--- src/hpms_pkg.sv ---
// ----------------------------------------------------------------------------
// hpms_pkg - heat pump mode selector shared definitions
// Request structs, lane and merge records, mode codes and sizing constants.
// ----------------------------------------------------------------------------
package hpms_pkg;

  localparam int NUM_THERMOSTATS = 4;
  localparam int NUM_FANCOILS    = 4;

  // Width of the thermostat and fancoil bit fields on the ports
  localparam int FIELD_W  = 4;
  localparam int TS_LANES = (NUM_THERMOSTATS < FIELD_W) ? NUM_THERMOSTATS : FIELD_W;
  localparam int FC_LANES = (NUM_FANCOILS < FIELD_W) ? NUM_FANCOILS : FIELD_W;

  localparam int TIMER_W = 16;
  localparam logic [TIMER_W-1:0] TIMER_MAX = {TIMER_W{1'b1}};

  localparam logic [15:0] C2H_LOCKOUT_RST = 16'd300;
  localparam logic [15:0] H2C_LOCKOUT_RST = 16'd300;
  localparam logic [15:0] STBY_DELAY_RST  = 16'd60;

  typedef enum logic [1:0] {
    CFG_C2H_LOCKOUT = 2'd0,
    CFG_H2C_LOCKOUT = 2'd1,
    CFG_STBY_DELAY  = 2'd2,
    CFG_UNUSED      = 2'd3
  } cfg_idx_t;

  typedef enum logic [1:0] {
    MODE_OFF     = 2'd0,
    MODE_STANDBY = 2'd1,
    MODE_HEAT    = 2'd2,
    MODE_COOL    = 2'd3
  } mode_t;

  localparam logic KIND_TICK = 1'b0;
  localparam logic KIND_EVAL = 1'b1;

  typedef struct packed {
    logic               kind;
    logic               system_on;
    logic [FIELD_W-1:0] thermostat_heat_bits;
    logic [FIELD_W-1:0] thermostat_cool_bits;
    logic [FIELD_W-1:0] fancoil_valid_bits;
    logic [FIELD_W-1:0] fancoil_heat_bits;
    logic               valve_switch_active;
  } in_item_t;

  typedef struct packed {
    logic [1:0]         pump_mode;
    logic [FIELD_W-1:0] valve_targets;
    logic               zone_pump;
    logic               fancoil_pump;
    logic               demand_conflict;
    logic               lockout_hit;
    logic               wire_fault;
  } out_item_t;

  // One thermostat lane's decoded call
  typedef struct packed {
    logic heat;
    logic cool;
    logic fault;
  } ts_call_t;

  // One fancoil lane's decoded call
  typedef struct packed {
    logic heat;
    logic cool;
  } fc_call_t;

  // Merged demand picture handed to the mode logic
  typedef struct packed {
    logic [FIELD_W-1:0] ts_heat;
    logic [FIELD_W-1:0] ts_cool;
    logic               fc_heat_any;
    logic               fc_cool_any;
    logic               heat_wanted;
    logic               cool_wanted;
    logic               fault;
  } demand_t;

endpackage

--- src/heat_pump_mode_selector_unit.sv ---
// ----------------------------------------------------------------------------
// heat_pump_mode_selector_unit - heat pump mode selector
// Picks off, standby, heat or cool from thermostat and fancoil calls, with
// changeover lockout and standby delay, and drives valve targets and pumps.
// ----------------------------------------------------------------------------
//
//  channel | direction | handshake               | payload
//  --------+-----------+-------------------------+------------------------
//  in_     | input     | in_valid / in_stall     | in_item_t  (tick or eval)
//  out_    | output    | out_valid / out_stall   | out_item_t (one per eval)
//  cfg_    | input     | cfg_valid / cfg_ready   | cfg_index, cfg_data
//
//  One request is taken every cycle while in_stall is low; an evaluation's
//  result appears in the output register on the cycle after it is taken, a
//  tick gives no result. The decide path on the mode and timer registers is
//  combinational: one request per clock while in_stall is low.
//  Reset: mode off, both timers saturated, registers at 300 / 300 / 60.
//  in_stall rises only while a result sits in the output register and the
//  sink stalls; cfg_ready is always high.
// ----------------------------------------------------------------------------
module heat_pump_mode_selector_unit
  import hpms_pkg::*;
(
  input  logic        clk,
  input  logic        rst_n,
  input  logic        in_valid,
  output logic        in_stall,
  input  in_item_t    in_data,
  output logic        out_valid,
  input  logic        out_stall,
  output out_item_t   out_data,
  input  logic        cfg_valid,
  output logic        cfg_ready,
  input  logic [1:0]  cfg_index,
  input  logic [15:0] cfg_data
);

  // Configuration registers
  logic [15:0] c2h_lockout_r;
  logic [15:0] h2c_lockout_r;
  logic [15:0] stby_delay_r;

  // Mode state and changeover timers
  mode_t              prev_mode_r, prev_mode_nxt;
  logic [TIMER_W-1:0] since_heat_r, since_heat_nxt;
  logic [TIMER_W-1:0] since_cool_r, since_cool_nxt;

  // Output register
  logic      out_valid_r, out_valid_nxt;
  out_item_t out_data_r, out_data_nxt;

  logic      in_accept;
  ts_call_t  ts_calls [TS_LANES];
  fc_call_t  fc_calls [FC_LANES];
  demand_t   demand;

  mode_t       mode_req;
  mode_t       mode_fin;
  logic        conflict;
  logic        lockout;
  logic [FIELD_W-1:0] targets;
  logic        fc_pump;

  // ---- Handshakes ----------------------------------------------------------
  assign cfg_ready = 1'b1;
  assign in_stall  = out_valid_r & out_stall;
  assign in_accept = in_valid & ~in_stall;
  assign out_valid = out_valid_r;
  assign out_data  = out_data_r;

  // ---- Lanes: one decoder per thermostat and per fancoil --------------------
  for (genvar gi = 0; gi < TS_LANES; gi++) begin : g_ts
    hpms_ts_lane u_lane (
      .w_wire (in_data.thermostat_heat_bits[gi]),
      .y_wire (in_data.thermostat_cool_bits[gi]),
      .call   (ts_calls[gi])
    );
  end

  for (genvar gj = 0; gj < FC_LANES; gj++) begin : g_fc
    hpms_fc_lane u_lane (
      .valid_wire (in_data.fancoil_valid_bits[gj]),
      .ob_wire    (in_data.fancoil_heat_bits[gj]),
      .call       (fc_calls[gj])
    );
  end

  hpms_merge u_merge (
    .ts_calls (ts_calls),
    .fc_calls (fc_calls),
    .demand   (demand)
  );

  // ---- Mode decision ------------------------------------------------------
  // A changeover is held while the other mode ran more recently than the
  // target mode and still within the lockout interval.
  always_comb begin
    conflict = 1'b0;
    lockout  = 1'b0;
    mode_req = MODE_STANDBY;
    if (demand.heat_wanted && demand.cool_wanted) begin
      // Conflicting demands: keep running heat or cool, else wait in standby
      conflict = 1'b1;
      if (prev_mode_r == MODE_HEAT || prev_mode_r == MODE_COOL) begin
        mode_req = prev_mode_r;
      end
    end else if (demand.heat_wanted) begin
      if ((since_cool_r < since_heat_r) && (since_cool_r < c2h_lockout_r)) begin
        lockout = 1'b1;
      end else begin
        mode_req = MODE_HEAT;
      end
    end else if (demand.cool_wanted) begin
      if ((since_heat_r < since_cool_r) && (since_heat_r < h2c_lockout_r)) begin
        lockout = 1'b1;
      end else begin
        mode_req = MODE_COOL;
      end
    end

    // Standby delay: keep an ended heat or cool call running for a while
    mode_fin = mode_req;
    if (mode_req == MODE_STANDBY &&
        ((prev_mode_r == MODE_HEAT && !demand.cool_wanted &&
          since_heat_r < stby_delay_r) ||
         (prev_mode_r == MODE_COOL && !demand.heat_wanted &&
          since_cool_r < stby_delay_r))) begin
      mode_fin = prev_mode_r;
    end

    // System off overrides everything but the wiring fault
    if (!in_data.system_on) begin
      mode_fin = MODE_OFF;
      conflict = 1'b0;
      lockout  = 1'b0;
    end
  end

  always_comb begin
    targets = '0;
    fc_pump = 1'b0;
    unique case (mode_fin)
      MODE_HEAT: begin
        targets = demand.ts_heat;
        fc_pump = demand.fc_heat_any;
      end
      MODE_COOL: begin
        targets = demand.ts_cool;
        fc_pump = demand.fc_cool_any;
      end
      default: begin
        targets = '0;
        fc_pump = 1'b0;
      end
    endcase
  end

  // ---- State and timer update -------------------------------------------
  always_comb begin
    prev_mode_nxt  = prev_mode_r;
    since_heat_nxt = since_heat_r;
    since_cool_nxt = since_cool_r;
    if (in_accept) begin
      if (in_data.kind == KIND_TICK) begin
        // Advance both timers, saturating
        if (since_heat_r != TIMER_MAX) since_heat_nxt = since_heat_r + 1'b1;
        if (since_cool_r != TIMER_MAX) since_cool_nxt = since_cool_r + 1'b1;
      end else if (in_data.system_on) begin
        // Restart the timer of the mode requested before the standby hold
        if (mode_req == MODE_HEAT) since_heat_nxt = '0;
        else if (mode_req == MODE_COOL) since_cool_nxt = '0;
        prev_mode_nxt = mode_fin;
      end
    end
  end

  always_comb begin
    out_valid_nxt = out_valid_r;
    out_data_nxt  = out_data_r;
    if (in_accept && in_data.kind == KIND_EVAL) begin
      out_valid_nxt                = 1'b1;
      out_data_nxt.pump_mode       = mode_fin;
      out_data_nxt.valve_targets   = targets;
      out_data_nxt.zone_pump       = (|targets) & in_data.valve_switch_active;
      out_data_nxt.fancoil_pump    = fc_pump;
      out_data_nxt.demand_conflict = conflict;
      out_data_nxt.lockout_hit     = lockout;
      out_data_nxt.wire_fault      = demand.fault;
    end else if (!out_stall) begin
      // Drop the result once the sink has taken it
      out_valid_nxt = 1'b0;
    end
  end

  always_ff @(posedge clk) begin
    if (!rst_n) begin
      c2h_lockout_r <= C2H_LOCKOUT_RST;
      h2c_lockout_r <= H2C_LOCKOUT_RST;
      stby_delay_r  <= STBY_DELAY_RST;
      prev_mode_r   <= MODE_OFF;
      since_heat_r  <= TIMER_MAX;
      since_cool_r  <= TIMER_MAX;
      out_valid_r   <= 1'b0;
    end else begin
      if (cfg_valid && cfg_ready) begin
        unique case (cfg_idx_t'(cfg_index))
          CFG_C2H_LOCKOUT: c2h_lockout_r <= cfg_data;
          CFG_H2C_LOCKOUT: h2c_lockout_r <= cfg_data;
          CFG_STBY_DELAY:  stby_delay_r  <= cfg_data;
          default: begin
          end
        endcase
      end
      prev_mode_r  <= prev_mode_nxt;
      since_heat_r <= since_heat_nxt;
      since_cool_r <= since_cool_nxt;
      out_valid_r  <= out_valid_nxt;
    end
  end

  always_ff @(posedge clk) begin
    out_data_r <= out_data_nxt;
  end

`ifndef SYNTHESIS
  a_off_quiet: assert property (@(posedge clk) disable iff (!rst_n)
    (out_valid_r && out_data_r.pump_mode == MODE_OFF) |->
      (out_data_r.valve_targets == '0 && !out_data_r.zone_pump &&
       !out_data_r.fancoil_pump && !out_data_r.lockout_hit))
    else $error("off result drives valves or pumps");

  a_zone_needs_target: assert property (@(posedge clk) disable iff (!rst_n)
    (out_valid_r && out_data_r.zone_pump) |-> (out_data_r.valve_targets != '0))
    else $error("zone pump enabled without a valve target");

  a_lockout_standby: assert property (@(posedge clk) disable iff (!rst_n)
    (out_valid_r && out_data_r.lockout_hit) |->
      (out_data_r.pump_mode == MODE_STANDBY || out_data_r.pump_mode == MODE_HEAT ||
       out_data_r.pump_mode == MODE_COOL))
    else $error("lockout reported with mode off");

  a_tick_no_result: assert property (@(posedge clk) disable iff (!rst_n)
    (in_accept && in_data.kind == KIND_TICK && !out_valid_r) |=> !out_valid_r)
    else $error("tick produced a result");

  a_stall_holds: assert property (@(posedge clk) disable iff (!rst_n)
    (out_valid_r && out_stall) |=> (out_valid_r && $stable(out_data_r)))
    else $error("stalled result changed");
`endif

endmodule

--- src/hpms_ts_lane.sv ---
// ----------------------------------------------------------------------------
// hpms_ts_lane - thermostat lane
// Decodes one thermostat's W and Y wires into a heat call, a cool call and
// a wiring fault.
// ----------------------------------------------------------------------------
module hpms_ts_lane
  import hpms_pkg::*;
(
  input  logic     w_wire,
  input  logic     y_wire,
  output ts_call_t call
);

  // Both wires set: flag the fault, call nothing
  always_comb begin
    call.heat  = w_wire & ~y_wire;
    call.cool  = y_wire & ~w_wire;
    call.fault = w_wire & y_wire;
  end

endmodule

--- src/hpms_fc_lane.sv ---
// ----------------------------------------------------------------------------
// hpms_fc_lane - fancoil lane
// Decodes one fancoil's call-present and OB wires into heat and cool calls.
// ----------------------------------------------------------------------------
module hpms_fc_lane
  import hpms_pkg::*;
(
  input  logic     valid_wire,
  input  logic     ob_wire,
  output fc_call_t call
);

  always_comb begin
    call.heat = valid_wire & ob_wire;
    call.cool = valid_wire & ~ob_wire;
  end

endmodule

--- src/hpms_merge.sv ---
// ----------------------------------------------------------------------------
// hpms_merge - lane merge
// Collects the lane calls into target vectors and overall heat, cool and
// fault flags.
// ----------------------------------------------------------------------------
module hpms_merge
  import hpms_pkg::*;
(
  input  ts_call_t ts_calls [TS_LANES],
  input  fc_call_t fc_calls [FC_LANES],
  output demand_t  demand
);

  always_comb begin
    demand = '0;
    for (int i = 0; i < TS_LANES; i++) begin
      demand.ts_heat[i] = ts_calls[i].heat;
      demand.ts_cool[i] = ts_calls[i].cool;
      demand.fault      = demand.fault | ts_calls[i].fault;
    end
    for (int j = 0; j < FC_LANES; j++) begin
      demand.fc_heat_any = demand.fc_heat_any | fc_calls[j].heat;
      demand.fc_cool_any = demand.fc_cool_any | fc_calls[j].cool;
    end
    demand.heat_wanted = (|demand.ts_heat) | demand.fc_heat_any;
    demand.cool_wanted = (|demand.ts_cool) | demand.fc_cool_any;
  end

endmodule

--- config.mk ---
export PLATFORM = sky130hd
export DESIGN_NAME = heat_pump_mode_selector_unit
export DESIGN_NICKNAME = d
export VERILOG_FILES = /design/src/hpms_pkg.sv /design/src/heat_pump_mode_selector_unit.sv /design/src/hpms_ts_lane.sv /design/src/hpms_fc_lane.sv /design/src/hpms_merge.sv
export SDC_FILE = /design/constraint.sdc
export NUM_CORES = 1
export LEC_CHECK = 0
export BUFFER_PORTS_ARGS = -buffer_cell sky130_fd_sc_hd__buf_2
export CORE_AREA = 3 3 110 112
export CTS_CLUSTER_SIZE = 10
export DETAILED_ROUTE_END_ITERATION = 12
export DIE_AREA = 0 0 113 115
export PLACE_DENSITY = 0.73
export SKIP_CTS_REPAIR_TIMING = 1
export SYNTH_ARGS = -nofsm -noshare
export SYNTH_HDL_FRONTEND = slang
export SYNTH_SLANG_ARGS = --single-unit
--- constraint.sdc ---
create_clock -name clk -period 4.7 [get_ports clk]
set_input_delay 0.235 -clock clk [delete_from_list [all_inputs] [get_ports clk]]
set_output_delay 0.235 -clock clk [all_outputs]
set_load 0.005 [all_outputs]
==> flow_summary.yaml <==
run_status:
  status: "finished clean"
setup_path:
  reg2reg_slack_ns: 1.59
  r2r_start: "since_cool_r[7]"
  reg2regPathDepth: 8
  cp_slowest_stage_delay_ns: 0.73
  criticalPathCategory: "flop to flop"
  crit_chain: "inv_1, ha_1, nand4_1, a2111o_1, o211ai_1, o211ai_4, nor2_1, o21ai_0"
  cp_slowest_cell: "nor2_1"
  rr_endpoint: "since_cool_r[15]"
  cp.arrival_ns: 3.31
  crit_required_ns: 4.90
  crit_fanout: 17
  startpoint_type: "flop"
  endpoint_kind: "flop"
sta:
  max_freq_ghz: 0.322
  hold_viol: 0
  final-setup-viol-count: 0
  worst_slew_pin_slew_ns: 1.17
  tns_ns: 0
  skew_ns: 0.0101
  period_share_pct: 66.1
  max_slew_margin_pct: 21.8
  layout_min_cycle_time_ns: 3.11
  rsz0062_at_grt: "no"
  report.final.slew_viol_count: 0
synth:
  syn_avg_cell_area_um2: 8.31
  netlist_area_um2: 6110
  async_reset_ff_share_pct: 0
  syn_inst: 736
  yosys.area.top_type: "dfxtp_1"
  ys_warn_count: 0
  synth_area_leaders: "dfxtp_1, ha_1, nand2_1"
  synth_nets: 856
  synth_edf_count: 11
  synth_top_area_share_pct: 27.2
  ys_seq_area_share_pct: 32.6
  synthFlopType: "dfxtp_1"
  synth-seq-cells: 94
  ys_types: 65
global_route:
  track_usage_pct: 25.6
  grt_pass1_wl_um: 26700
  grt_pass1_vias: 5410
  grt.overflow.total: 0
  grt_max_degree: 46
  antenna_found_initial: 0
clocking:
  clkLatencyLatePin_ns: 0.35
  h-tree-depth: 3
  root_buffer: "clkbuf_16"
  clk_pin_slew_ns: 0.06
  clockBufferDepth: 2
  numClockSinks: 94
  cts_tree: "built"
  numCtsBuffers: 9
power_and_ir_drop:
  pwr-share-comb_pct: 30.7
  powerDensity_nw_per_um2: 363
  internal_power_uw: 1580
  pwr-share-seq_pct: 40.5
  ir_worst_vdd_v: 0.000199
  total_power_uw: 2440
  leakagePower_uw: 0.00281
  p_switching_uw: 862
  clkPwrFrac_pct: 28.7
  switching_share_pct: 35.3
job:
  maxCapViolations: 0
hold_path:
  min_path_type: "input pin to flop"
  min_from: "cfg_data[5]"
  holdPathStages: 3
  whs_endpoint: "c2h_lockout_r[5]"
route:
  num_vias: 5497
  drt_iter0_drc: 437
  detail-route-antenna-nets: 0
  wl_per_cell_um: 17.4
  drc: 0
  viasPerCell: 5.97
  wl_um: 16000
  drtPass1Iterations: 5
final_layout:
  syn2layout_area_growth_pct: 10.0
  final_cells: 921
  diodes: 0
  final_core_util_pct: 59.4
  fin_nets: 893
  layout-drive-gt1-share_pct: 10.4
die:
  coreArea_um2: 11300
  die_h_um: 115
  rows: 39
  dieWidth_um: 113
  num_io_pins: 56
  start_util_pct: 54.0
  dieArea_um2: 13000
placement:
  dpl.cell_count: 905
  io_buffers: 54
  dp_hpwl_um: 12200
  gp_congestion: 0.945
[critical path: cells and delay by family (launching register included)]
kind,cells,cell delay (ns)
compound gates,4,1.13
simple gates,2,0.89
buf+inv,1,0.09
fa+ha+maj,1,0.32
flops,1,0.52
[cells in the final DEF (no fill, tap or decap), drive strengths merged, types with 15 or more instances in the layout]
master / synthesis / final
a21oi: 29 / 29
o211ai: 22 / 22
buf: 7 / 56
ha: 78 / 78
o21ai: 48 / 48
nor2: 32 / 32
nand3: 18 / 18
dfxtp: 83 / 83
nand2: 121 / 121
a211oi: 16 / 16
nand4: 15 / 15
inv: 69 / 70
a21boi: 36 / 36
[power groups by stage]
stage,clock (uW),sequential (uW),combinational [uW]
detailed placement,0,1000,736
floorplan,0,954,574
CTS,713,986,741
finish,701,989,750
global route,749,997,848
global placement,0,1000,699
[registers in the layout, indices dropped and copies added, names as in the netlist]
register	flops
h2c_lockout_r	16
c2h_lockout_r	16
out_data	11
prev_mode_r	2
stby_delay_r	16
since_cool_r	16
since_heat_r	16
out_valid	1
[cell usage after synthesis (3+ instances only)]
master,number
nand2_1,121
dfxtp_1,83
ha_1,78
inv_1,69
a21boi_0,36
nor2_1,32
a21oi_1,29
o21ai_1,29
clkbuf_1,23
o211ai_1,21
o21ai_0,18
nand3_1,17
a211oi_1,16
nand4_1,15
xnor2_1,14
edfxtp_1,11
nor2b_1,11
nand2b_1,10
and3_1,9
and2_1,7
o311ai_0,7
mux2i_1,6
a2111oi_1,5
a22oi_1,4
and4_1,4
a2111o_1,3
a21o_1,3
buf_2,3
nor3_1,3
nor3b_1,3
o2111ai_1,3
[routing by layer]
layer	up-vias	GRT usage (%)	part of all wire [%]
li1	2696	-	-
met1	2580	33.3	45
met2	192	42.5	46
met3	29	4.16	6.4
met4	0	10.9	2.7
met5	-	0	0
[cell type report]
cell class                      instances  area (um^2)
Fill cell                            1020         4590
Multi-Input combinational cell        543         3730
Clock buffer                           14          264
Sequential cell                        94         1990
Tap cell                              143          179
Clock inverter                          2         16.3
Timing Repair Buffer                   56          285
Inverter                               69          259
[metrics by stage]
stage | hold WS, ns | area [um^2] | setup WS [ns]
6_report | 0.138 | 6730 | 1.59
5_1_grt | 0.153 | 6730 | 1.31
4_1_cts | 0.128 | 6730 | 1.59
3_5_place_dp | 0.460 | 6450 | 1.64
3_3_place_gp | 0.452 | 6450 | 1.71
2_1_floorplan | 0.374 | 6110 | 2.17
[worst max-delay path by stage]
stage | startpoint | to | slack [ns] | cells past startpoint
floorplan | since_cool_r[7] | since_heat_r[13] | 2.17 | 11
global placement | since_cool_r[14] | since_cool_r[15] | 1.71 | 8
detailed placement | since_cool_r[14] | since_cool_r[15] | 1.64 | 8
CTS | since_cool_r[15] | since_cool_r[15] | 1.59 | 8
global route | since_cool_r[14] | since_cool_r[15] | 1.31 | 8
finish | since_cool_r[7] | since_cool_r[15] | 1.59 | 8
[cell families after synthesis]
group	Yosys count	share of synthesized area (%)
flip-flops	94	32.6
AND/OR/NAND/NOR	251	19.8
buffers and inverters	99	6.45
other	1	0.0613
adder cells (fa/ha/maj)	78	16.0
multiplexers	6	0.982
XOR/XNOR	14	2.01
AO/OA/AOI/OAI	193	22.2
Note: power is estimated with default switching activity, not from simulation.
